### src/hw/rtl/sphere_frustum_cull_macros.svh
// Assertion macros shared by the sphere frustum cull RTL.
`ifndef SPHERE_FRUSTUM_CULL_MACROS_SVH
`define SPHERE_FRUSTUM_CULL_MACROS_SVH

// Consequent checked in the same cycle as the antecedent.
`define SFC_ASSERT_SAME(lbl, ante, cons) \
   lbl: assert property (@(posedge clock) disable iff (reset) (ante) |-> (cons)) \
      else $error("sfc: same-cycle check failed");

// Consequent checked in the cycle after the antecedent.
`define SFC_ASSERT_NEXT(lbl, ante, cons) \
   lbl: assert property (@(posedge clock) disable iff (reset) (ante) |=> (cons)) \
      else $error("sfc: next-cycle check failed");

`endif

### src/hw/rtl/sfc_mul.sv
// Registered 32x32 signed multiplier shared by the multiply, square and test phases.
module sfc_mul (
   input  logic               clock,
   input  logic signed [31:0] op_a,
   input  logic signed [31:0] op_b,
   output logic signed [63:0] prod
);
   logic signed [63:0] prod_ff;
   logic signed [63:0] prod_in;

   assign prod_in = op_a * op_b;
   assign prod    = prod_ff;

   always_ff @(posedge clock) begin
      prod_ff <= prod_in;
   end
endmodule

### config.mk
export PLATFORM = sky130hd
export DESIGN_NAME = sfc_mul
export DESIGN_NICKNAME = d
export VERILOG_FILES = /design/src/hw/rtl/sphere_frustum_cull_macros.svh /design/src/hw/rtl/sfc_mul.sv
export SDC_FILE = /design/constraint.sdc
export NUM_CORES = 2
export LEC_CHECK = 0
export BUFFER_PORTS_ARGS = -buffer_cell sky130_fd_sc_hd__buf_2
export CAP_MARGIN = 20
export CORE_MARGIN = 3
export CORE_UTILIZATION = 45
export CTS_BUF_LIST = sky130_fd_sc_hd__clkbuf_16
export DETAILED_ROUTE_END_ITERATION = 12
export HOLD_SLACK_MARGIN = 0.08
export MAX_ROUTING_LAYER = met4
export PLACE_DENSITY = 0.67
export SLEW_MARGIN = 20
export SYNTH_ARGS = -nofsm -noshare
export SYNTH_HDL_FRONTEND = slang
export SYNTH_SLANG_ARGS = --single-unit
### constraint.sdc
create_clock -name clock -period 16 [get_ports clock]
set_input_delay 3.2 -clock clock [delete_from_list [all_inputs] [get_ports clock]]
set_output_delay 3.2 -clock clock [all_outputs]
set_load 0.01 [all_outputs]
==> results list <==
* Number of flops mapped to enable cells by yosys: 0
- Number of resized instances in the post-cts repair step: 0
- Summing all flip-flop and latch instances after layout gives 0.00128 sq mm.
- For the pin with the worst max-slew slack, the measured transition is 0.890 ns.
- Number of setup buffers added after CTS: 0
- Distinct cell type count after synthesis: 70
- Clock buffer depth: 2
* Flip-flop count of the largest register, all copies and words added: between 60 and 70
- Setup repair after global routing left no endpoint under its margin.
* Arrival time at the worst endpoint: 11.38 ns
- Crit path required time: 16.21 ns
- Clock tree sinks: 64
* Layout-stage area growth over the synthesis result: 4.27%
* Slew Limit Fails: 0
* Sequential area share after synthesis: under 10%
- Global Route met2 Usage: between 40% and 50%
- In the final layout, the multi-input gates occupy about 0.032 sq mm.
* WL/cell: around 19 um
* Met1 layer usage reported by global route: 29.0%
* Most used routing layer: met2
* Min-Delay Path Class: input port to register
- The initialized floorplan defines 105 standard-cell rows.
* First-pass GRT wire length: 156 mm
- HPWL reported at the end of detailed placement: around 80 mm
- Proportion of synthesized flip-flops having asynchronous set or reset: 0%
* Shortest period the worst path allows: 11.17 ns
* Number of H-tree levels: 3
* Worst Min Path Start: op_a[0]
- In this run the worst path has a maximum fanout of 32.
* Worst setup path endpoint: prod[63]$_DFF_P_
- Buffers placed on the I/O ports in this run total roughly 130.
- Total Negative Setup Slacks: 0 ns
- For this design the top-level I/O count stands at 129.
- The tree is rooted in a clkbuf_16.
- Capturing element type of the critical path: register
* Max_slew headroom: 40.6%
* Synthesized netlist net count: 5280
- Number of warning messages in the yosys log: 0
- Number of design-rule violations left by the first detailed-router iteration: 1443
* Kind of launch point of the worst setup path: input port
- Ratio of final minimum period to clock period: 69.8%
* Vias in the first global route: 28500
- Measured along the y axis, the die boundary spans 295 um.
* M3 GR Usage: 2.98%
- Total placed cells including tap cells: about 4900
* Critical path class: input port to register
- After clock tree synthesis, the clock-pin slew on the worst setup and hold paths is 0.07 ns.
* Prevailing post-synth register cell: dfxtp_1
- Total clock buffers created by CTS: 9
- Final count of negative-setup-slack endpoints: 0
* Die outline area: around 0.087 sq mm
- Synth top area cells: fa_1, inv_1, and2_1, ha_1, nand2_1
- Number of instances in the synthesized netlist: approximately 3900
- Status: finished, final reports clean
- The detailed router placed 25800 vias in this run.
- Leading cell type by number of instances after synthesis: fa_1
- After detailed routing, the number of vias per cell comes to 5.19.
- Timing would allow up to 89.5 MHz.
* Nets@finish: around 5200
* Number of iterations in the first detailed-routing pass: 6
- The post-route netlist has 4.98% of its cells at a drive strength greater than 1.
* FILL cells: between 7000 and 8000
* ANT nets after route: 0
- Post-detailed-routing wire length: 95.3 mm
- Starting density of the core: 45.6%
- Residual DRC: 0
- Mapped Area: between 0.03 and 0.04 sq mm
* Non-filler instance count after layout: 4966
- For this run the aggregate overflow at the end of global routing stands at 0.
- After synthesis the netlist holds a flip-flop and latch count of 64.
* Reported max-cap violation count: 0
- Placer's final routability congestion estimate: 0.891
- TritonCTS built the clock tree.
* Synth cell count leaders: fa_1, inv_1, nand2_1
- The share of synthesized area in the top cell type comes to between 50% and 60%.
- The number of antenna violations at the first check in global routing was 5.
* Worst setup path start: op_b[2]
- fa_1 takes more of the synthesized area than any other cell.
* # hold bufs at CTS: 0
- Horizontal die dimension: 295 um
- Entering global routing, the biggest net connects 33 pins.
* Overall track demand over capacity in global routing: 23.8%
- A synthesized cell averages 9.53 sq um.
* Core Region: about 0.083 sq mm
- The number of hold violations in the final report came to 0.
## cells in the final DEF (no fill, tap or decap), types with 33 or more instances in the layout
master	count
fa_1	1082
inv_1	949
nand2_1	524
and2_1	513
ha_1	184
buf_2	128
dfxtp_1	64
a21oi_1	63
nor2_1	61
xnor2_1	52
o21ai_0	36
a21o_1	33
## layout make-up
cell class | instances | share of cell area (%)
antenna | 4 | 0.0255
clock buffer | 9 | 0.574
clock inverter | 7 | 0.303
inverter | 949 | 9.08
multi-input combinational | 2722 | 81.5
sequential | 64 | 3.26
tap | 1070 | 3.41
timing repair buffer | 141 | 1.88
## stage by stage
stage / setup slack [ns] / hold slack, ns / area, sq um / utilization [%]
after floorplan: 5.46 / 3.33 / 37600 / -
after global placement: 4.61 / 3.60 / 38900 / 47.1
after detailed placement: 4.46 / 3.60 / 38900 / 47.1
after CTS: 4.81 / 3.48 / 39200 / 47.6
after global routing: 4.26 / 3.52 / 39200 / 47.6
final: 4.83 / 3.50 / 39200 / 47.6
## how the worst min path moves through the flow
stage                 endpoint  cells past startpoint
2_1_floorplan  prod[0]$_DFF_P_                      1
3_3_place_gp           prod[4]                      1
3_5_place_dp           prod[3]                      1
4_1_cts        prod[0]$_DFF_P_                      3
5_1_grt        prod[0]$_DFF_P_                      3
6_report       prod[0]$_DFF_P_                      3
## critical path, stage by stage
cell	delay, ns
buf_2	0.49
nand2_1	0.18
inv_1	0.17
fa_1	0.45
fa_1	0.50
fa_1	0.76
fa_1	0.96
inv_1	0.39
fa_1	0.58
inv_1	0.06
fa_1	0.53
inv_1	0.05
fa_1	0.47
inv_1	0.05
fa_1	0.45
ha_1	0.46
nand4_1	0.25
or3_1	0.41
o21ai_0	0.21
a211oi_2	0.10
o32ai_1	0.15
nor2_1	0.10
a31o_2	0.25
xnor2_1	0.12
## logic make-up after synthesis
kind of cell,synth area share [%]
fa+ha+maj,63.7
simple gates,15.7
buf+inv,11.7
compound gates,3.84
xor+xnor,1.72
flops,3.40
## layer usage
| layer | vias up | part of all wire [%] |
|---|---|---|
| met1 | 13700 | 39 |
| li1 | 11100 | - |
| met2 | 769 | 52 |
| met4 | 0 | 4.3 |
| met5 | - | 0 |
| met3 | 174 | 5.0 |
Power is not shown: default switching activity piles up to over one toggle a cycle in this logic, so the estimate is an artifact.
