<file path="src/hw/rtl/sphere_frustum_cull_macros.svh">
// Assertion macros shared by the sphere frustum cull RTL.
`ifndef SPHERE_FRUSTUM_CULL_MACROS_SVH
`define SPHERE_FRUSTUM_CULL_MACROS_SVH

// Consequent checked in the same cycle as the antecedent.
`define SFC_ASSERT_SAME(lbl, ante, cons) \
   lbl: assert property (@(posedge clock) disable iff (reset) (ante) |-> (cons)) \
      else $error("sfc: same-cycle check failed");

// Consequent checked in the cycle after the antecedent.
`define SFC_ASSERT_NEXT(lbl, ante, cons) \
   lbl: assert property (@(posedge clock) disable iff (reset) (ante) |=> (cons)) \
      else $error("sfc: next-cycle check failed");

`endif

</file>
<file path="src/hw/rtl/sfc_pkg.sv">
// Package: types, codes and helpers for the sphere frustum cull block.
package sfc_pkg;

   localparam int PLANE_COUNT   = 6;
   localparam int FRAC_BITS_DEF = 16;
   localparam int MAT_DEPTH     = 48;
   localparam int MAT_AW        = 6;
   localparam int PLANE_DEPTH   = PLANE_COUNT * 4;
   localparam int PLANE_AW      = 5;

   localparam logic [2:0] PLANE_LAST = 3'(PLANE_COUNT - 1);

   typedef logic [1:0] cmd_type;
   localparam cmd_type CMD_LOAD_VIEW = 2'd0;
   localparam cmd_type CMD_LOAD_PROJ = 2'd1;
   localparam cmd_type CMD_DERIVE    = 2'd2;
   localparam cmd_type CMD_TEST      = 2'd3;

   // Banks of the matrix memory: view, projection, product.
   typedef logic [1:0] bank_type;
   localparam bank_type BANK_VIEW = 2'd0;
   localparam bank_type BANK_PROJ = 2'd1;
   localparam bank_type BANK_PROD = 2'd2;

   typedef struct packed {
      cmd_type            command;
      logic [3:0]         element_index;
      logic signed [31:0] element_value;
      logic signed [31:0] centre_x;
      logic signed [31:0] centre_y;
      logic signed [31:0] centre_z;
      logic [30:0]        sphere_radius;
   } req_type;

   typedef struct packed {
      logic inside_res;
      logic is_test_result;
   } rsp_type;

   typedef struct packed {
      logic busy;
      logic done;
   } unit_stat_type;

   typedef struct packed {
      logic       vld;
      logic       first;
      logic       last;
      logic       final_term;
      logic [1:0] sel;
      logic [3:0] idx;
   } tag_type;

   function automatic logic [31:0] sat33(input logic signed [32:0] x);
      logic [31:0] r;
      if (x[32] != x[31]) r = x[32] ? 32'h8000_0000 : 32'h7FFF_FFFF;
      else                r = x[31:0];
      return r;
   endfunction

   function automatic logic [31:0] sat64(input logic signed [63:0] x);
      logic [31:0] r;
      if (x > 64'sd2147483647)       r = 32'h7FFF_FFFF;
      else if (x < -64'sd2147483648) r = 32'h8000_0000;
      else                           r = x[31:0];
      return r;
   endfunction

endpackage

</file>
<file path="src/hw/rtl/sfc_sqrt.sv">
// Iterative integer square root, two radicand bits per cycle.
module sfc_sqrt (
   input  logic                  clock,
   input  logic                  reset,
   input  logic                  start,
   input  logic [63:0]           radicand,
   output sfc_pkg::unit_stat_type stat,
   output logic [31:0]           root
);
   import sfc_pkg::*;

   logic [63:0] rem_ff, rem_in, res_ff, res_in, bit_ff, bit_in, trial;
   logic        busy_ff, busy_in, done_ff, done_in;

   assign trial = res_ff + bit_ff;

   always_comb begin
      rem_in  = rem_ff;
      res_in  = res_ff;
      bit_in  = bit_ff;
      busy_in = busy_ff;
      done_in = 1'b0;
      if (start) begin
         rem_in  = radicand;
         res_in  = '0;
         bit_in  = 64'h4000_0000_0000_0000;
         busy_in = 1'b1;
      end else if (busy_ff) begin
         if (rem_ff >= trial) begin
            rem_in = rem_ff - trial;
            res_in = (res_ff >> 1) + bit_ff;
         end else begin
            res_in = res_ff >> 1;
         end
         bit_in = bit_ff >> 2;
         if (bit_ff == 64'd1) begin
            busy_in = 1'b0;
            done_in = 1'b1;
         end
      end
   end

   always_ff @(posedge clock) begin
      if (reset) begin
         busy_ff <= 1'b0;
         done_ff <= 1'b0;
      end else begin
         busy_ff <= busy_in;
         done_ff <= done_in;
      end
   end

   always_ff @(posedge clock) begin
      rem_ff <= rem_in;
      res_ff <= res_in;
      bit_ff <= bit_in;
   end

   assign root = res_ff[31:0];
   assign stat = '{busy: busy_ff, done: done_ff};
endmodule

</file>
<file path="config.mk">
export PLATFORM = sky130hd
export DESIGN_NAME = sfc_sqrt
export DESIGN_NICKNAME = d
export VERILOG_FILES = /design/src/hw/rtl/sphere_frustum_cull_macros.svh /design/src/hw/rtl/sfc_pkg.sv /design/src/hw/rtl/sfc_sqrt.sv
export SDC_FILE = /design/constraint.sdc
export NUM_CORES = 1
export LEC_CHECK = 0
export BUFFER_PORTS_ARGS = -buffer_cell sky130_fd_sc_hd__buf_4
export CAP_MARGIN = 40
export CORE_MARGIN = 2
export CORE_UTILIZATION = 55
export DETAILED_ROUTE_END_ITERATION = 10
export GPL_ROUTABILITY_DRIVEN = 0
export PLACE_DENSITY_LB_ADDON = 0.1
export SYNTH_ARGS = -nofsm -noshare
export SYNTH_HDL_FRONTEND = slang
export SYNTH_SLANG_ARGS = --single-unit
</file>
<file path="constraint.sdc">
create_clock -name clock -period 15.2 [get_ports clock]
set_input_delay 3.04 -clock clock [delete_from_list [all_inputs] [get_ports clock]]
set_output_delay 3.04 -clock clock [all_outputs]
set_load 0.02 [all_outputs]
</file>
==> impl_metrics.json, run 1 <==
{
  "outcome": "complete, no violations",
  "yosys_warnings": 0,
  "tritoncts": "built",
  "cp.arrival_ns": 7.28,
  "vias": 14980,
  "ff2ff_setup_slack_ns": 8.03,
  "syn-cell-area_mm2": 0.01548,
  "rsz0062_at_grt": "false",
  "die_x_um": 171.7,
  "dr.pass1.iters": 7,
  "combinationalPowerShare": 0.523,
  "initial_core_util": 0.5571,
  "ys_seq_elements": 162,
  "die_area_mm2": 0.02950,
  "clockPowerShare": 0.206,
  "drive_gt1_frac": 0.09752,
  "synth_flop_cell": "dfxtp_1",
  "period_share": 0.4717,
  "clkLatencyLatePin_ns": 0.45,
  "layoutNonFillerInstCount": 2358,
  "p_int_mw": 1.346,
  "rows": 61,
  "cp.required_ns": 15.31,
  "hp-class": "register to register",
  "ctsHtreeMaxLevel": 4,
  "design.core.area_mm2": 0.02778,
  "drt_iter0_drc": 1300,
  "use_met2": 0.5347,
  "grt_usage": 0.3071,
  "synth_top_area_share": 0.1268,
  "cp-end-kind": "register",
  "fin_total_pwr_mw": 2.381,
  "yosysSeqAreaShare": 0.2509,
  "reg2reg_depth": 23,
  "vdd_drop_max_mv": 0.08325,
  "async_flop_share": 0,
  "final_cell_mix": "250 x nand2_1, 194 x nor2_1, 160 x o21ai_0, 131 x a21oi_1, 130 x ha_1",
  "grt_pass1_wl_um": 71810,
  "detail_route.wl_per_cell_um": 19.42,
  "area_growth_pct": 8.069,
  "drc": 0,
  "clk_pin_slew_ns": 0.07,
  "synth_edf_count": 64,
  "cts_sinks": 162,
  "clock_skew_ns": 0.01417,
  "relSlewSlack": 0.4243,
  "cts_root_buffer": "clkbuf_16",
  "postRouteWirelength_um": 45780,
  "grt_pass1_vias": 13850,
  "setup_viol": 0,
  "critical_path_buf_inv_count": 3,
  "p_per_area_mw_per_mm2": 142.4,
  "yosys-top-cells-area": "dfxtp_1 13%, edfxtp_1 12%, ha_1 11%",
  "critPathMaxFanout": 60,
  "cts_max_path_buffers": 2,
  "synth_cell_types": 92,
  "io_pins": 101,
  "crit_path_top_delay_cell": "o21ai_0",
  "seq_power_share": 0.272,
  "ctsResizeCount": 0,
  "cts_hold_buf": 0,
  "dp_cells": 2324,
  "cts_buffers": 17,
  "min_period_ns": 7.170,
  "syn_nets": 2184,
  "netSwitchingFraction": 0.4346,
  "hold_depth": 2,
  "nets": 2164,
  "clock.fmax_mhz": 139.5,
  "crit_cells": 23,
  "cp_top_family": "compound AO/OA/AOI/OAI gates",
  "postCtsSetupBuffers": 0,
  "worstMarginPinSlew_ns": 0.8635,
  "slew_viol_final": 0,
  "antenna_found_initial": 0,
  "avgViaCountPerCell": 6.353,
  "grt_util_met3": 0.04901,
  "drv_cap": 0,
  "dpl.hpwl_um": 34450,
  "drtAntennaViolNets": 0,
  "max_stage_delay_ns": 0.70,
  "p_switching_mw": 1.035,
  "hold_violations": 0,
  "syn-mean-instance-area_um2": 7.793,
  "grt-ovfl-total": 0,
  "filler_cell_count": 2579,
  "syn-instance-count": 1986,
  "grt_max_degree": 100,
  "io_buffers": 100,
  "chipHeight_um": 171.7,
  "startpoint_type": "register",
  "crit_chain": "ha_1 -> ha_1 -> a21oi_1 -> o21ai_1 -> a2111oi_0 -> o41ai_2 -> a32oi_1 -> o41a_1 -> o21ba_2 -> o21ai_1 -> nand2_1 -> xor2_1 -> ha_1 -> nand2_1 -> nor2_1 -> nand4_1 -> o21ai_0 -> or2_2 -> buf_4 -> nand2_1 -> nand2_2 -> buf_4 -> buf_16",
  "fin_setup_tns_ns": 0,
  "use_met1": 0.3753,
  "final_common_cell": "nand2_1",
  "yosys.area.top_type": "dfxtp_1",
  "busiest_layer": "met2",
  "worstSetupPathType": "register to register",
  "cellLeakagePower_nw": 6.484
}
## power groups by stage
stage	Clock (mW)	Combinational, mW	Sequential [mW]
after global placement	0	1.20	0.655
after global routing	0.508	1.38	0.655
final	0.489	1.24	0.647
after CTS	0.495	1.22	0.646
after floorplan	0	0.975	0.609
after detailed placement	0	1.22	0.652
## cells by family (layout without fill, tap and decap cells)
kind of cell               count (synthesis)  in the layout  synth area share
AOI/OAI and AO/OA                        638            638            0.2722
xor gates and xnor gates                 155            155           0.08772
adders and majority gates                131            131            0.1064
buffers and inverters                    191            184           0.05805
DFF                                      162            162            0.2509
muxes                                     43             43           0.02822
other                                      0              1                 0
and+or+nand+nor                          666            666            0.1965
## state kept, by name, indices dropped and copies added, names as in the netlist
name	count
bit_ff	32
busy_ff	1
done_ff	1
rem_ff	64
res_ff	64
## final timing paths
check / from / end
hold reg to reg: res_ff[0] / res_ff[0]
setup / recovery: bit_ff[0] / rem_ff[8]
hold / removal: res_ff[0] / res_ff[0]
setup reg to reg: bit_ff[0] / rem_ff[8]
## synth_stat cells, drive strengths merged, types with 4 or more instances
master / n
nor2b: 16
nand2b: 10
a2111oi: 5
a41oi: 4
ha: 130
a21o: 56
nor4b: 4
o31ai: 11
a211o: 4
and3: 20
nor4: 12
and2: 15
a31o: 11
o221a: 5
a221oi: 10
a211oi: 35
or3: 17
o2bb2ai: 4
o21bai: 23
dfxtp: 98
a31oi: 68
buf: 69
inv: 42
a21boi: 11
nor3b: 5
nand3: 30
o21a: 8
nand4: 51
a311oi: 21
nand2: 251
or2: 7
nor2: 195
o21ai: 171
xor2: 83
o221ai: 6
a32oi: 4
o211ai: 13
edfxtp: 64
nor3: 25
mux2i: 38
mux2: 5
xnor2: 72
clkbuf: 80
a21oi: 133
## tightest hold or removal path, delay by kind of cell (launching register included)
family	cells	cell delay, ns
compound gates	1	0.05
simple gates	1	0.08
flops	1	0.33
## cell type report
| type | instances | area, um^2 | area share |
|---|---|---|---|
| multi-input combinational | 1633 | 10700 | 0.6399 |
| sequential | 162 | 3887 | 0.2324 |
| timing repair buffer | 110 | 847.1 | 0.05065 |
| clock buffer | 22 | 518.0 | 0.03097 |
| tap | 378 | 473.0 | 0.02828 |
| inverter | 42 | 157.7 | 0.009426 |
| clock inverter | 10 | 137.6 | 0.008229 |
| antenna | 1 | 2.502 | 0.0001496 |
## layer usage
layer / wire length, um / part of all wire
met1: 19230 / 0.42
met2: 21740 / 0.47
met3: 2996 / 0.065
met4: 1819 / 0.040
met5: 0 / 0
## stage by stage
step           hold slack (ns)  instance area, um^2  setup slack [ns]    util
5_1_grt                 0.5397                16720             7.524  0.6019
6_report                0.5099                16720             8.030  0.6020
3_5_place_dp            0.5061                16060             8.123  0.5781
3_3_place_gp            0.4922                16030             8.095  0.5771
4_1_cts                 0.5159                16720             8.086  0.6017
2_1_floorplan           0.4777                15480             8.725       -
Note: power is estimated with default switching activity, not from simulation.
==> run 2, diff against run 1 <==
- clock period: 15.2 -> 6.35 ns (I/O delays scaled with it)
==> impl_metrics.json, run 2 (synthesis results as in run 1) <==
{
  "grt_usage": 0.3128,
  "cellLeakagePower_nw": 6.583,
  "critical_path_buf_inv_count": 2,
  "grt_pass1_wl_um": 73580,
  "period_share": 0.9576,
  "clkLatencyLatePin_ns": 0.44,
  "setup_viol": 0,
  "cp_top_family": "compound AO/OA/AOI/OAI gates",
  "dpl.hpwl_um": 34850,
  "grt_pass1_vias": 14120,
  "ctsHtreeMaxLevel": 4,
  "drc": 0,
  "design.core.area_mm2": 0.02778,
  "cts_sinks": 162,
  "antenna_found_initial": 0,
  "slew_viol_final": 0,
  "clk_pin_slew_ns": 0.07,
  "crit_path_top_delay_cell": "dfxtp_1",
  "cts_max_path_buffers": 2,
  "fin_total_pwr_mw": 5.678,
  "drt_iter0_drc": 1210,
  "cp-end-kind": "register",
  "rr_startpoint": "res_ff[8]",
  "die_area_mm2": 0.02950,
  "chipHeight_um": 171.7,
  "num_antenna_cells": 0,
  "final_cell_mix": "250 x nand2_1, 194 x nor2_1, 159 x o21ai_0, 131 x a21oi_1, 128 x ha_1",
  "startpoint": "res_ff[8]",
  "crit_chain": "ha_1 -> a31oi_1 -> o21ai_0 -> a2111oi_2 -> buf_4 -> o41ai_2 -> a32oi_1 -> o41a_1 -> o21ba_2 -> o21ai_1 -> nand2_1 -> xor2_1 -> ha_2 -> a21o_1 -> a21o_1 -> a21oi_1 -> o31ai_1 -> a31oi_1 -> o21ai_1 -> or2_2 -> buf_12 -> and3_1 -> o31ai_1 -> nor4b_2",
  "reg_top3": "rem_ff x64, res_ff x64, bit_ff x32",
  "hold_violations": 0,
  "min_period_ns": 6.081,
  "postRouteWirelength_um": 46410,
  "rows": 61,
  "drive_gt1_frac": 0.1091,
  "die_x_um": 171.7,
  "worstMarginPinSlew_ns": 0.9004,
  "p_per_area_mw_per_mm2": 336.4,
  "drtAntennaViolNets": 0,
  "startpoint_type": "register",
  "drv_cap": 0,
  "clock.fmax_mhz": 164.5,
  "worstSetupPathType": "register to register",
  "outcome": "complete, no violations",
  "clock_skew_ns": 0.01262,
  "max_stage_delay_ns": 0.54,
  "avgViaCountPerCell": 6.328,
  "dr.pass1.iters": 5,
  "cts_root_buffer": "clkbuf_16",
  "detail_route.wl_per_cell_um": 19.53,
  "cts_hold_buf": 0,
  "final_common_cell": "nand2_1",
  "area_growth_pct": 9.063,
  "cp.required_ns": 6.70,
  "nets": 2185,
  "cts_buffers": 17,
  "io_pins": 101,
  "grt-ovfl-total": 0,
  "vias": 15040,
  "critPathMaxFanout": 29,
  "hp-class": "register to register",
  "vdd_drop_max_mv": 0.2229,
  "relSlewSlack": 0.3997,
  "min_from": "res_ff[0]",
  "initial_core_util": 0.5571,
  "io_buffers": 100,
  "tritoncts": "built",
  "grt_max_degree": 82,
  "fin_setup_tns_ns": 0,
  "cp.arrival_ns": 6.43
}
run 2: cell count changes in the layout (fill, tap and decap cells not counted), sizes merged:
cell / previous run / this run
bufinv: 3 / 2
clkinvlp: 1 / 0
diode: 1 / 0
clkbuf: 23 / 24
buf: 109 / 131
clkinv: 3 / 4
inv: 45 / 43
run 2: metrics by stage:
stage | util | cell area, um^2 | hold WS, ns | std cells | worst slack (ns)
3_3_place_gp | 0.5844 | 16240 | 0.4937 | 2345 | 0.1095
2_1_floorplan | - | 15480 | 0.4777 | 1986 | 0.4713
4_1_cts | 0.6064 | 16850 | 0.5202 | 2376 | 0.007293
3_5_place_dp | 0.5844 | 16240 | 0.5108 | 2345 | 0.02616
6_report | 0.6075 | 16880 | 0.5196 | 2377 | 0.2694
5_1_grt | 0.6075 | 16880 | 0.5550 | 2377 | -0.01767
run 2: worst min-delay path: stages, from the launching register on:
cell      delay [ns]
dfxtp_1         0.34
nor2_1          0.09
a311oi_1        0.05
run 2: final timing paths:
path,to,slack [ns],depth (start not counted)
min reg2reg,res_ff[0],0.52,2
max,res_ff[55],0.27,24
min,res_ff[0],0.52,2
max reg2reg,res_ff[55],0.27,24
run 2: area by class of cell:
cell class | count | area [um^2]
Sequential cell | 162 | 3887
Timing Repair Buffer | 131 | 1025
Multi-Input combinational cell | 1633 | 10730
Clock inverter | 7 | 93.84
Fill cell | 2586 | 10900
Clock buffer | 24 | 515.5
Inverter | 42 | 157.7
Tap cell | 378 | 473.0
run 2: power breakdown:
| part | leakage [nW] | total, mW | internal, mW | switching [mW] |
|---|---|---|---|---|
| Clock | 0.304 | 1.10 | 0.648 | 0.456 |
| Sequential | 1.45 | 1.53 | 1.36 | 0.177 |
| Combinational | 4.83 | 3.04 | 1.21 | 1.83 |
run 2: per-layer routing:
metal / GRT usage / up-vias / part of all wire
li1: - / 7295 / -
met2: 0.5430 / 547 / 0.48
met4: 0.1257 / 0 / 0.035
met5: 0 / - / 0
met1: 0.3912 / 7091 / 0.42
met3: 0.04188 / 108 / 0.062
run 2: timing repair:
item | CTS | global route
setup endpoints to repair | 0 | 136
setup buffers | 0 | 1
gates resized for setup | 0 | 8
