[src/hw/rtl/sphere_frustum_cull_macros.svh]
// Assertion macros shared by the sphere frustum cull RTL.
`ifndef SPHERE_FRUSTUM_CULL_MACROS_SVH
`define SPHERE_FRUSTUM_CULL_MACROS_SVH

// Consequent checked in the same cycle as the antecedent.
`define SFC_ASSERT_SAME(lbl, ante, cons) \
   lbl: assert property (@(posedge clock) disable iff (reset) (ante) |-> (cons)) \
      else $error("sfc: same-cycle check failed");

// Consequent checked in the cycle after the antecedent.
`define SFC_ASSERT_NEXT(lbl, ante, cons) \
   lbl: assert property (@(posedge clock) disable iff (reset) (ante) |=> (cons)) \
      else $error("sfc: next-cycle check failed");

`endif

[src/hw/rtl/sfc_pkg.sv]
// Package: types, codes and helpers for the sphere frustum cull block.
package sfc_pkg;

   localparam int PLANE_COUNT   = 6;
   localparam int FRAC_BITS_DEF = 16;
   localparam int MAT_DEPTH     = 48;
   localparam int MAT_AW        = 6;
   localparam int PLANE_DEPTH   = PLANE_COUNT * 4;
   localparam int PLANE_AW      = 5;

   localparam logic [2:0] PLANE_LAST = 3'(PLANE_COUNT - 1);

   typedef logic [1:0] cmd_type;
   localparam cmd_type CMD_LOAD_VIEW = 2'd0;
   localparam cmd_type CMD_LOAD_PROJ = 2'd1;
   localparam cmd_type CMD_DERIVE    = 2'd2;
   localparam cmd_type CMD_TEST      = 2'd3;

   // Banks of the matrix memory: view, projection, product.
   typedef logic [1:0] bank_type;
   localparam bank_type BANK_VIEW = 2'd0;
   localparam bank_type BANK_PROJ = 2'd1;
   localparam bank_type BANK_PROD = 2'd2;

   typedef struct packed {
      cmd_type            command;
      logic [3:0]         element_index;
      logic signed [31:0] element_value;
      logic signed [31:0] centre_x;
      logic signed [31:0] centre_y;
      logic signed [31:0] centre_z;
      logic [30:0]        sphere_radius;
   } req_type;

   typedef struct packed {
      logic inside_res;
      logic is_test_result;
   } rsp_type;

   typedef struct packed {
      logic busy;
      logic done;
   } unit_stat_type;

   typedef struct packed {
      logic       vld;
      logic       first;
      logic       last;
      logic       final_term;
      logic [1:0] sel;
      logic [3:0] idx;
   } tag_type;

   function automatic logic [31:0] sat33(input logic signed [32:0] x);
      logic [31:0] r;
      if (x[32] != x[31]) r = x[32] ? 32'h8000_0000 : 32'h7FFF_FFFF;
      else                r = x[31:0];
      return r;
   endfunction

   function automatic logic [31:0] sat64(input logic signed [63:0] x);
      logic [31:0] r;
      if (x > 64'sd2147483647)       r = 32'h7FFF_FFFF;
      else if (x < -64'sd2147483648) r = 32'h8000_0000;
      else                           r = x[31:0];
      return r;
   endfunction

endpackage

[src/hw/rtl/sfc_div.sv]
// Restoring unsigned divider, one quotient bit per cycle.
module sfc_div #(
   parameter int NUM_W = 48
) (
   input  logic                  clock,
   input  logic                  reset,
   input  logic                  start,
   input  logic [NUM_W-1:0]      numer,
   input  logic [31:0]           denom,
   output sfc_pkg::unit_stat_type stat,
   output logic [NUM_W-1:0]      quot
);
   import sfc_pkg::*;

   localparam int CW = $clog2(NUM_W);

   logic [31:0]      rem_ff, rem_in, den_ff, den_in;
   logic [NUM_W-1:0] q_ff, q_in;
   logic [CW-1:0]    cnt_ff, cnt_in;
   logic             busy_ff, busy_in, done_ff, done_in;
   logic [32:0]      shifted, diff;

   assign shifted = {rem_ff, q_ff[NUM_W-1]};
   assign diff    = shifted - {1'b0, den_ff};

   always_comb begin
      rem_in  = rem_ff;
      den_in  = den_ff;
      q_in    = q_ff;
      cnt_in  = cnt_ff;
      busy_in = busy_ff;
      done_in = 1'b0;
      if (start) begin
         rem_in  = '0;
         den_in  = denom;
         q_in    = numer;
         cnt_in  = CW'(NUM_W - 1);
         busy_in = 1'b1;
      end else if (busy_ff) begin
         if (!diff[32]) begin
            rem_in = diff[31:0];
            q_in   = {q_ff[NUM_W-2:0], 1'b1};
         end else begin
            rem_in = shifted[31:0];
            q_in   = {q_ff[NUM_W-2:0], 1'b0};
         end
         cnt_in = cnt_ff - 1'b1;
         if (cnt_ff == '0) begin
            busy_in = 1'b0;
            done_in = 1'b1;
         end
      end
   end

   always_ff @(posedge clock) begin
      if (reset) begin
         busy_ff <= 1'b0;
         done_ff <= 1'b0;
      end else begin
         busy_ff <= busy_in;
         done_ff <= done_in;
      end
   end

   always_ff @(posedge clock) begin
      rem_ff <= rem_in;
      den_ff <= den_in;
      q_ff   <= q_in;
      cnt_ff <= cnt_in;
   end

   assign quot = q_ff;
   assign stat = '{busy: busy_ff, done: done_ff};
endmodule

[config.mk]
export PLATFORM = sky130hd
export DESIGN_NAME = sfc_div
export DESIGN_NICKNAME = d
export VERILOG_FILES = /design/src/hw/rtl/sphere_frustum_cull_macros.svh /design/src/hw/rtl/sfc_pkg.sv /design/src/hw/rtl/sfc_div.sv
export SDC_FILE = /design/constraint.sdc
export NUM_CORES = 1
export LEC_CHECK = 0
export BUFFER_PORTS_ARGS = -buffer_cell sky130_fd_sc_hd__buf_2
export CORE_MARGIN = 3
export CORE_UTILIZATION = 55
export DETAILED_ROUTE_END_ITERATION = 6
export PLACE_DENSITY = 0.78
export SKIP_CTS_REPAIR_TIMING = 1
export SLEW_MARGIN = 40
export SYNTH_ARGS = -nofsm -noshare
export SYNTH_HDL_FRONTEND = slang
export SYNTH_SLANG_ARGS = --single-unit
export TNS_END_PERCENT = 1
[constraint.sdc]
create_clock -name clock -period 3.7 [get_ports clock]
set_clock_uncertainty 0.2 [all_clocks]
set_input_delay 0.74 -clock clock [delete_from_list [all_inputs] [get_ports clock]]
set_output_delay 0.74 -clock clock [all_outputs]
set_load 0.05 [all_outputs]
==> results of run 1 <==
-- final timing paths --
| check | start | to | slack [ns] |
|---|---|---|---|
| setup reg to reg | quot[47]$_DFFE_PP_ | rem_ff[28]$_SDFFE_PP0P_ | 0.19 |
| setup / recovery | quot[47]$_DFFE_PP_ | rem_ff[28]$_SDFFE_PP0P_ | 0.19 |
| hold reg to reg | cnt_ff[0]$_SDFFE_PP1P_ | cnt_ff[0]$_SDFFE_PP1P_ | 0.29 |
| hold / removal | reset | busy_ff$_SDFF_PP0_ | 0.29 |
-- layer usage --
metal / vias to the layer above / track usage / wire length (um)
met5: - / 0 / 0
met4: 0 / 0.08789 / 225
met3: 19 / 0.07981 / 971
met2: 154 / 0.3609 / 6867
met1: 2335 / 0.2715 / 5954
li1: 2488 / - / -
-- registers in the layout, indices dropped and copies added, names as in the netlist --
| register | flops |
|---|---|
| quot | 48 |
| den_ff | 32 |
| busy_ff | 1 |
| rem_ff | 32 |
| cnt_ff | 6 |
| done_ff | 1 |
-- per-stage QoR --
| stage | hold WS [ns] | utilization | instances |
|---|---|---|---|
| 2_1_floorplan | 0.2482 | - | 612 |
| 3_3_place_gp | 0.2620 | 0.6485 | 859 |
| 3_5_place_dp | 0.2746 | 0.6487 | 859 |
| 4_1_cts | 0.2707 | 0.7022 | 891 |
| 5_1_grt | 0.2754 | 0.7047 | 892 |
| 6_report | 0.2869 | 0.7047 | 892 |
-- cell type report --
type	instances	area share
clock buffers	21	0.05721
clock inverters	11	0.01875
inverters	45	0.02145
multi-input cells	418	0.3796
flip-flops and latches	120	0.4070
well taps	140	0.02225
repair buffers	137	0.09375
-- Yosys cell counts (2+ instances only) --
cell type	instances	share of area
sky130_fd_sc_hd__o21bai_1	6	0.0070
sky130_fd_sc_hd__dfxtp_1	40	0.12
sky130_fd_sc_hd__o211ai_1	5	0.0058
sky130_fd_sc_hd__nor3b_1	2	0.0023
sky130_fd_sc_hd__a211oi_2	2	0.0039
sky130_fd_sc_hd__edfxtp_1	80	0.37
sky130_fd_sc_hd__o211a_1	4	0.0062
sky130_fd_sc_hd__xnor2_1	20	0.027
sky130_fd_sc_hd__nor2b_1	6	0.0058
sky130_fd_sc_hd__nand2_1	32	0.019
sky130_fd_sc_hd__and4_1	2	0.0027
sky130_fd_sc_hd__mux2i_1	3	0.0046
sky130_fd_sc_hd__nor2_1	64	0.037
sky130_fd_sc_hd__o2111ai_1	2	0.0027
sky130_fd_sc_hd__nor3_1	12	0.0093
sky130_fd_sc_hd__a211oi_1	25	0.029
sky130_fd_sc_hd__o22ai_1	3	0.0029
sky130_fd_sc_hd__a21oi_1	52	0.040
sky130_fd_sc_hd__a41oi_1	2	0.0027
sky130_fd_sc_hd__inv_1	45	0.026
sky130_fd_sc_hd__a21o_1	12	0.014
sky130_fd_sc_hd__clkbuf_1	24	0.014
sky130_fd_sc_hd__mux2_2	47	0.082
sky130_fd_sc_hd__ha_1	34	0.066
sky130_fd_sc_hd__and3_1	3	0.0029
sky130_fd_sc_hd__nand3_1	6	0.0046
sky130_fd_sc_hd__a2111oi_0	2	0.0027
sky130_fd_sc_hd__buf_4	2	0.0023
sky130_fd_sc_hd__nand4_1	5	0.0048
sky130_fd_sc_hd__o21a_1	3	0.0035
sky130_fd_sc_hd__o21ai_0	21	0.016
sky130_fd_sc_hd__a31oi_1	7	0.0068
sky130_fd_sc_hd__o31ai_1	2	0.0023
sky130_fd_sc_hd__buf_2	2	0.0015
sky130_fd_sc_hd__xor2_1	11	0.015
sky130_fd_sc_hd__nand2b_1	9	0.0087
sky130_fd_sc_hd__o31a_1	2	0.0027
-- power by group --
part	switching, W	internal, W
sequential	0.0000754	0.00157
clock	0.000586	0.00108
combinational	0.000646	0.000382
total	0.00131	0.00303
-- logic make-up after synthesis --
family,after synthesis,share of synthesized area
compound gates,158,0.1624
xor+xnor,31,0.04201
fa+ha+maj,35,0.06893
buf+inv,74,0.04453
flops,120,0.4956
mux,50,0.08654
simple gates,144,0.09991
==> results.py, run 1 <==
metrics = {
    "outcome": {
        "outcome": "completed",
    },
    "sta": {
        "timing.final.crit_period_ns": 3.513,
        "layout_worst_path_cycle_share": 0.9494,
        "max_slew.worst_pin.slew_ns": 0.6616,
        "totalNegativeSetupSlack_ns": 0,
        "final-hold-violation-count": 0,
        "fin_ws_ns": 0.1871,
        "max_clock_freq_mhz": 284.7,
        "slew_violations": 0,
        "maxSlewHeadroom": 0.5590,
        "grt_setup_unrepaired": "no",
        "finalSetupViolations": 0,
    },
    "power": {
        "power.static_leakage_nw": 3.397,
        "power.density_cell_area_nw_per_um2": 551.2,
        "peakVddDrop_uv": 426.2,
        "total_power_w": 0.004340,
    },
    "finish": {
        "synthToLayoutAreaGrowth_pct": 21.84,
        "layout.filler_cells": 793,
        "antenna_cells": 0,
        "finish.instance_area_um2": 7874,
        "mostFrequentLayoutCell": "sky130_fd_sc_hd__buf_2",
        "regArea_um2": 3204,
        "mostFrequentLayoutCells": "sky130_fd_sc_hd__buf_2 (131), sky130_fd_sc_hd__edfxtp_1 (80), sky130_fd_sc_hd__nor2_1 (64)",
        "multi_input_logic_area_um2": 2989,
        "layout-drive-gt1-share": 0.2965,
        "finalNetCount": 857,
    },
    "logic_synthesis": {
        "synth_area_per_cell_um2": 10.56,
        "synth-edff-count": 80,
        "yosysSeqAreaShare": 0.4956,
        "number_of_standard_cells_after_synthesis": 612,
        "yosysUniqueCellTypes": 50,
        "ys.warnings.count": 0,
        "ys.flop_type": "sky130_fd_sc_hd__edfxtp_1",
        "syn-cell-area_um2": 6462,
        "mappedNetlistNets": 730,
        "postSynthRegisterBits": 120,
        "ys_async_sr_fraction": 0,
    },
    "floorplanning": {
        "die_x_um": 114.4,
        "fp.coreArea_um2": 11170,
        "initial_core_util": 0.5784,
        "fp.dieArea_um2": 13090,
        "io_pins": 133,
        "fp.dieH_um": 114.4,
        "placement_rows": 38,
    },
    "hold_path": {
        "hold_depth": 2,
        "timing.hold.worst.class": "input pin to register",
    },
    "drt": {
        "totalWireLength_um": 14020,
        "first_iter_violations": 333,
        "firstDrtPassIters": 4,
        "vias": 4996,
        "ant_nets": 0,
        "drt_drc_violations_left": 0,
        "via_per_inst": 5.601,
        "detail_route.wl_per_cell_um": 15.72,
    },
    "clocking": {
        "clkSlewWorstSetupHoldPaths_ns": 0.06,
        "tritoncts": "yes",
        "cts_sinks": 120,
        "maximum_clock_insertion_buffer_count": 2,
        "clock_tree.root_cell": "sky130_fd_sc_hd__clkbuf_16",
        "clock_insertion_delay_worst_skew_ns": 0.42,
        "cts_inserted_buffers": 17,
        "htreeDepth": 4,
    },
    "critical_path": {
        "worstRegToRegCells": 14,
        "crit_cells": 14,
        "cp.buffers_inverters": 2,
        "cp_max_fo": 33,
        "worst_setup_path_type": "register to register",
        "crit_path_cell_trace": "inv_1 -> ha_1 -> fa_1 -> nor2b_2 -> o31ai_1 -> a211o_1 -> o21ai_4 -> a21oi_2 -> o31ai_4 -> xnor2_2 -> buf_12 -> nor2_1 -> a21oi_1 -> a211oi_2",
        "worst_ep_required_ns": 3.77,
        "cp-start-kind": "register",
        "end_kind": "register",
        "delay_heaviest_family_cp": "compound AO/OA/AOI/OAI gates",
        "critPathMaxStageDelay_ns": 0.42,
        "cpMaxStageDelayCell": "sky130_fd_sc_hd__fa_1",
        "arrival_time_at_the_worst_endpoint_ns": 3.58,
    },
    "global_route": {
        "globalRouteTotalUtil": 0.2228,
        "first_global_vias": 5005,
        "grt_max_degree": 87,
        "globalRouteOverflowTotal": 0,
        "grt_pass1_wl_um": 23140,
        "antenna_found_initial": 0,
    },
    "flow_run": {
        "drv_cap": 0,
    },
    "placed_design": {
        "port-buffer-count": 132,
        "dpl-instance-area_um2": 7248,
        "dp_worst_setup_slack_ns": 0.03019,
        "dp_hpwl_um": 9859,
        "place.gp.congestion": 0.9251,
    },
}
(Power assumes the default switching activity.)
==> inputs of run 2 (changes only) <==
--- a/config.mk
+++ b/config.mk
@@ -9,7 +9,9 @@
 export CORE_MARGIN = 3
 export CORE_UTILIZATION = 55
 export DETAILED_ROUTE_END_ITERATION = 6
+export MAX_ROUTING_LAYER = met4
 export PLACE_DENSITY = 0.78
+export SETUP_SLACK_MARGIN = 0.4
 export SKIP_CTS_REPAIR_TIMING = 1
 export SLEW_MARGIN = 40
 export SYNTH_ARGS = -nofsm -noshare
==> results.py, run 2 (same netlist as run 1, synthesis figures left out) <==
metrics = {
    "sta": {
        "layout_worst_path_cycle_share": 0.9084,
        "max_clock_freq_mhz": 297.5,
        "finalSetupViolations": 0,
        "grt_setup_unrepaired": "yes",
        "slew_violations": 0,
        "maxSlewHeadroom": 0.4881,
        "timing.final.crit_period_ns": 3.361,
        "totalNegativeSetupSlack_ns": 0,
        "final-hold-violation-count": 0,
        "max_slew.worst_pin.slew_ns": 0.7679,
    },
    "power": {
        "power.share.switching": 0.3108,
        "net-switching-power_w": 0.001364,
        "power.static_leakage_nw": 3.482,
        "comb_power_share": 0.261,
        "cellInternalPower_w": 0.003026,
        "clock_power_share": 0.364,
        "share_seq_of_total_power": 0.375,
        "peakVddDrop_uv": 611.1,
        "power.density_cell_area_nw_per_um2": 542.6,
    },
    "flow_run": {
        "drv_cap": 0,
    },
    "finish": {
        "flip_flop_count_of_the_largest_register_after_layout": 48,
        "mostFrequentLayoutCell": "sky130_fd_sc_hd__buf_2",
        "layout-drive-gt1-share": 0.3190,
        "finish.instance_area_um2": 8092,
        "layout.filler_cells": 761,
        "mostFrequentLayoutCells": "sky130_fd_sc_hd__buf_2 (131), sky130_fd_sc_hd__edfxtp_1 (80), sky130_fd_sc_hd__nor2_1 (64)",
        "finalNetCount": 870,
        "antenna_cells": 0,
        "synthToLayoutAreaGrowth_pct": 25.21,
    },
    "critical_path": {
        "crit_path_cell_trace": "ha_2 -> fa_2 -> nor2b_4 -> o31ai_2 -> a211o_1 -> o21ai_4 -> a21oi_4 -> o31ai_4 -> buf_6 -> xnor2_4 -> buf_12 -> buf_12 -> nor2_1 -> a21oi_1 -> a211oi_2",
        "cp_max_fo": 8,
        "worst_setup_path_type": "register to register",
        "arrival_time_at_the_worst_endpoint_ns": 3.42,
        "cpMostUsedCell": "sky130_fd_sc_hd__buf_12",
        "cp-start-kind": "register",
        "cpMaxStageDelayCell": "sky130_fd_sc_hd__fa_2",
        "delay_heaviest_family_cp": "compound AO/OA/AOI/OAI gates",
        "worst_ep_required_ns": 3.76,
        "end_kind": "register",
        "critPathMaxStageDelay_ns": 0.37,
        "cp.buffers_inverters": 3,
    },
    "clocking": {
        "cts_inserted_buffers": 17,
        "clock_tree.root_cell": "sky130_fd_sc_hd__clkbuf_16",
        "clkSlewWorstSetupHoldPaths_ns": 0.06,
        "maximum_clock_insertion_buffer_count": 2,
        "tritoncts": "yes",
        "htreeDepth": 4,
        "cts_sinks": 120,
        "clock_insertion_delay_worst_skew_ns": 0.42,
    },
    "floorplanning": {
        "fp.dieArea_um2": 13090,
        "io_pins": 133,
        "initial_core_util": 0.5784,
        "die_x_um": 114.4,
        "placement_rows": 38,
        "fp.dieH_um": 114.4,
        "fp.coreArea_um2": 11170,
    },
    "placed_design": {
        "port-buffer-count": 132,
        "dpl-instance-area_um2": 7284,
        "place.gp.congestion": 0.9642,
        "dp_hpwl_um": 10050,
    },
    "global_route": {
        "globalRouteTotalUtil": 0.2350,
        "grt_max_degree": 70,
        "antenna_found_initial": 0,
        "grt_pass1_wl_um": 23590,
        "globalRouteOverflowTotal": 0,
        "first_global_vias": 4964,
    },
    "drt": {
        "totalWireLength_um": 15110,
        "drt_drc_violations_left": 0,
        "via_per_inst": 5.652,
        "ant_nets": 0,
        "firstDrtPassIters": 5,
        "first_iter_violations": 334,
        "detail_route.wl_per_cell_um": 16.69,
        "vias": 5115,
    },
    "hold_path": {
        "timing.hold.worst.class": "input pin to register",
    },
    "outcome": {
        "outcome": "completed",
    },
}
-- run 2: cell types whose count changed in the layout (fill, tap and decap cells not counted), sizes merged --
cell      change
buf           +9
bufinv        -2
clkbuf        +4
clkinv        -1
clkinvlp      +2
xnor2         +1
-- run 2: path summary, 6_finish.rpt --
kind	start	endpoint	slack [ns]	cells after the start
max reg2reg	den_ff[0]$_DFFE_PP_	rem_ff[23]$_SDFFE_PP0P_	0.34	15
min	reset	busy_ff$_SDFF_PP0_	0.28	2
min reg2reg	rem_ff[29]$_SDFFE_PP0P_	rem_ff[29]$_SDFFE_PP0P_	0.31	2
max	den_ff[0]$_DFFE_PP_	rem_ff[23]$_SDFFE_PP0P_	0.34	15
-- run 2: worst register-to-register path: cells and delay by family, from the launching register on --
| kind | cells | cell delay, ns |
|---|---|---|
| xor+xnor | 1 | 0.13 |
| fa+ha+maj | 2 | 0.58 |
| buf+inv | 3 | 0.46 |
| compound gates | 7 | 1.26 |
| flops | 1 | 0.36 |
| simple gates | 2 | 0.21 |
-- run 2: per-stage QoR --
stage	total power, W	hold WS (ns)	setup slack, ns	cells	util
2_1_floorplan	0.002455	0.2482	0.2555	612	-
3_3_place_gp	0.002667	0.2620	0.2651	860	0.6517
3_5_place_dp	0.002695	0.2983	0.1267	860	0.6520
4_1_cts	0.004310	0.2675	0.1192	892	0.7038
5_1_grt	0.004577	0.2789	0.1680	905	0.7242
6_report	0.004390	0.2841	0.3390	905	0.7242
-- run 2: power by group through the flow --
stage | sequential, W | combinational (W) | clock (W)
3_5_place_dp | 0.00167 | 0.00103 | 0
2_1_floorplan | 0.00185 | 0.000604 | 0
5_1_grt | 0.00166 | 0.00124 | 0.00168
4_1_cts | 0.00165 | 0.00104 | 0.00163
6_report | 0.00165 | 0.00115 | 0.00160
3_3_place_gp | 0.00166 | 0.00100 | 0
-- run 2: layer usage --
metal  up-vias  routed length [um]  GRT usage
met3        31                1052    0.07400
met4         0                 345    0.09501
met1      2389                6393     0.2825
met5         -                   0          -
met2       186                7315     0.3683
li1       2509                   -          -
-- run 2: layout make-up --
type	count	area [um2]	share of cell area
Clock buffer	22	485.5	0.06000
Tap cell	140	175.2	0.02165
Sequential cell	120	3204	0.3960
Timing Repair Buffer	149	904.6	0.1118
Clock inverter	10	93.84	0.01160
Inverter	45	168.9	0.02088
Multi-Input combinational cell	419	3059	0.3781
==> inputs of run 3 (changes only) <==
--- a/config.mk
+++ b/config.mk
@@ -5,12 +5,13 @@
 export SDC_FILE = /design/constraint.sdc
 export NUM_CORES = 1
 export LEC_CHECK = 0
+export ABC_AREA = 1
 export BUFFER_PORTS_ARGS = -buffer_cell sky130_fd_sc_hd__buf_2
 export CORE_MARGIN = 3
-export CORE_UTILIZATION = 55
+export CORE_UTILIZATION = 57
 export DETAILED_ROUTE_END_ITERATION = 6
 export MAX_ROUTING_LAYER = met4
-export PLACE_DENSITY = 0.78
+export PLACE_DENSITY = 0.79
 export SETUP_SLACK_MARGIN = 0.4
 export SKIP_CTS_REPAIR_TIMING = 1
 export SLEW_MARGIN = 40
==> results.py, run 3 <==
metrics = {
    "hold_path": {
        "holdPathEnd": "rem_ff[2]$_SDFFE_PP0P_",
        "timing.hold.worst.class": "register to register",
        "hold_depth": 2,
        "hold_path_startpoint": "rem_ff[2]$_SDFFE_PP0P_",
    },
    "finish": {
        "finish.instance_area_um2": 8920,
        "synthToLayoutAreaGrowth_pct": 18.19,
        "finalNetCount": 1351,
        "mostFrequentLayoutCell": "sky130_fd_sc_hd__nand2_1",
        "layout.filler_cells": 1117,
        "layout-drive-gt1-share": 0.1485,
        "flip_flop_count_of_the_largest_register_after_layout": 48,
        "mostFrequentLayoutCells": "sky130_fd_sc_hd__nand2_1 (512), sky130_fd_sc_hd__inv_1 (203), sky130_fd_sc_hd__buf_2 (131)",
    },
    "critical_path": {
        "reg2reg_slack_ns": 0.77,
        "arrival_time_at_the_worst_endpoint_ns": 2.88,
        "cpMostUsedCell": "sky130_fd_sc_hd__nand2_1",
        "crit_path_cell_trace": "inv_1 -> ha_1 -> fa_1 -> inv_1 -> nand2_1 -> nand2_1 -> nand3_1 -> nand2_1 -> nand2_1 -> nand2_1 -> nand2_2 -> nand2_2 -> nand2_1 -> nand2_4 -> o21ai_0",
        "worst_ep_required_ns": 3.65,
        "cp-start-kind": "register",
        "cp_max_fo": 33,
        "worst_setup_path_type": "register to register",
        "critPathMaxStageDelay_ns": 0.41,
        "cpMaxStageDelayCell": "sky130_fd_sc_hd__fa_1",
        "cp.buffers_inverters": 2,
        "end_kind": "register",
        "worstRegToRegCells": 15,
        "worst_r2r_endpoint": "quot[0]$_DFFE_PP_",
        "delay_heaviest_family_cp": "simple AND/OR/NAND/NOR gates",
        "worst_r2r_startpoint": "quot[47]$_DFFE_PP_",
    },
    "drt": {
        "drt_drc_violations_left": 0,
        "firstDrtPassIters": 6,
        "first_iter_violations": 478,
        "totalWireLength_um": 19190,
        "ant_nets": 0,
        "via_per_inst": 4.888,
        "detail_route.wl_per_cell_um": 13.52,
        "vias": 6936,
    },
    "logic_synthesis": {
        "yosysUniqueCellTypes": 32,
        "leading_post_synthesis_cells_by_cell_area": "sky130_fd_sc_hd__edfxtp_1 (32%), sky130_fd_sc_hd__nand2_1 (25%), sky130_fd_sc_hd__dfxtp_1 (11%), sky130_fd_sc_hd__inv_1 (10%), sky130_fd_sc_hd__ha_1 (5.6%)",
        "number_of_standard_cells_after_synthesis": 1100,
        "synth.top_cells.by_count": "sky130_fd_sc_hd__nand2_1 (512), sky130_fd_sc_hd__inv_1 (204), sky130_fd_sc_hd__edfxtp_1 (80)",
        "synth_area_per_cell_um2": 6.861,
        "ys.flop_type": "sky130_fd_sc_hd__edfxtp_1",
        "ys_async_sr_fraction": 0,
        "yosys.cell_count.top_type": "sky130_fd_sc_hd__nand2_1",
        "syn-cell-area_um2": 7547,
        "mappedNetlistNets": 1218,
        "postSynthRegisterBits": 120,
        "synth_top_area_frac": 0.3183,
        "ys.warnings.count": 0,
        "synth-edff-count": 80,
        "post-synth-top-area-cell": "sky130_fd_sc_hd__edfxtp_1",
        "yosysSeqAreaShare": 0.4244,
    },
    "global_route": {
        "grt_pass1_wl_um": 31110,
        "antenna_found_initial": 1,
        "grt_max_degree": 51,
        "globalRouteOverflowTotal": 0,
        "first_global_vias": 6604,
        "globalRouteTotalUtil": 0.2772,
    },
    "power": {
        "peakVddDrop_uv": 337.8,
        "net-switching-power_w": 0.001137,
        "power.static_leakage_nw": 4.963,
        "power.density_cell_area_nw_per_um2": 422.2,
        "power.share.switching": 0.3018,
        "comb_power_share": 0.156,
        "share_seq_of_total_power": 0.420,
        "clock_power_share": 0.424,
        "cellInternalPower_w": 0.002630,
    },
    "placed_design": {
        "dp_hpwl_um": 13990,
        "dp_worst_setup_slack_ns": 0.7696,
        "port-buffer-count": 132,
        "dpl-instance-area_um2": 8348,
        "place.gp.congestion": 0.9585,
    },
    "outcome": {
        "outcome": "completed",
    },
    "sta": {
        "slew_violations": 0,
        "maxSlewHeadroom": 0.4494,
        "layout_worst_path_cycle_share": 0.7912,
        "finalSetupViolations": 0,
        "timing.final.crit_period_ns": 2.927,
        "fin_ws_ns": 0.7727,
        "final-hold-violation-count": 0,
        "grt_setup_unrepaired": "no",
        "max_slew.worst_pin.slew_ns": 0.8247,
        "max_clock_freq_mhz": 341.6,
        "totalNegativeSetupSlack_ns": 0,
    },
    "floorplanning": {
        "fp.dieArea_um2": 14660,
        "fp.dieH_um": 121.1,
        "fp.coreArea_um2": 12770,
        "die_x_um": 121.1,
        "placement_rows": 41,
        "initial_core_util": 0.5909,
        "io_pins": 133,
    },
    "clocking": {
        "cts_inserted_buffers": 17,
        "clock_insertion_delay_worst_skew_ns": 0.42,
        "clock_tree.root_cell": "sky130_fd_sc_hd__clkbuf_16",
        "htreeDepth": 4,
        "clkSlewWorstSetupHoldPaths_ns": 0.05,
        "maximum_clock_insertion_buffer_count": 2,
        "cts_sinks": 120,
        "tritoncts": "yes",
    },
    "flow_run": {
        "drv_cap": 0,
    },
}
run 3: worst max path at each step:
stage,start,to,depth (start not counted)
2_1_floorplan,start,quot[0]$_DFFE_PP_,4
3_3_place_gp,quot[47]$_DFFE_PP_,quot[0]$_DFFE_PP_,15
3_5_place_dp,quot[47]$_DFFE_PP_,quot[0]$_DFFE_PP_,15
4_1_cts,quot[47]$_DFFE_PP_,quot[0]$_DFFE_PP_,15
5_1_grt,quot[47]$_DFFE_PP_,rem_ff[15]$_SDFFE_PP0P_,17
6_report,quot[47]$_DFFE_PP_,quot[0]$_DFFE_PP_,15
run 3: metrics by stage:
step / std cells / util / hold slack [ns] / total power (W)
after floorplan: 1100 / - / 0.2488 / 0.002014
after global routing: 1419 / 0.6983 / 0.2759 / 0.003906
after detailed placement: 1386 / 0.6535 / 0.2633 / 0.002192
final: 1419 / 0.6983 / 0.2744 / 0.003766
after global placement: 1386 / 0.6535 / 0.2609 / 0.002182
after CTS: 1418 / 0.6981 / 0.2731 / 0.003790
run 3: cells by family (layout without fill, tap and decap cells):
family / count (synthesis) / count (layout) / share of synthesized area
xor gates and xnor gates: 15 / 15 / 0.01741
buffers and inverters: 230 / 376 / 0.1194
adders and majority gates: 35 / 35 / 0.05902
DFF: 120 / 120 / 0.4244
and+or+nand+nor: 667 / 667 / 0.3563
other: 0 / 1 / 0
AOI/OAI and AO/OA: 33 / 33 / 0.02354
run 3: layer usage:
metal / part of all wire / track usage
met3: 0.060 / 0.06154
met4: 0.019 / 0.08499
met1: 0.46 / 0.3626
met5: 0 / -
met2: 0.46 / 0.4342
run 3: cell type report:
type | count | area (um2) | share of cell area
clock inverter | 15 | 143.9 | 0.01613
antenna | 1 | 2.502 | 0.0002805
sequential | 120 | 3203 | 0.3591
multi-input combinational | 750 | 3448 | 0.3866
tap | 172 | 215.2 | 0.02413
inverter | 206 | 773.2 | 0.08669
clock buffer | 17 | 425.4 | 0.04769
timing repair buffer | 138 | 708.2 | 0.07939
run 3: power by group through the flow:
stage	clock network [W]	logic (W)	registers, W
finish	0.00160	0.000588	0.00158
global placement	0	0.000576	0.00161
floorplan	0	0.000223	0.00179
CTS	0.00162	0.000588	0.00158
detailed placement	0	0.000586	0.00161
global route	0.00168	0.000637	0.00159
run 3: worst min-delay path, delay by kind of cell, from the launching register on:
kind	cells	cell delay, ns
flip-flops	1	0.32
AND/OR/NAND/NOR	2	0.11
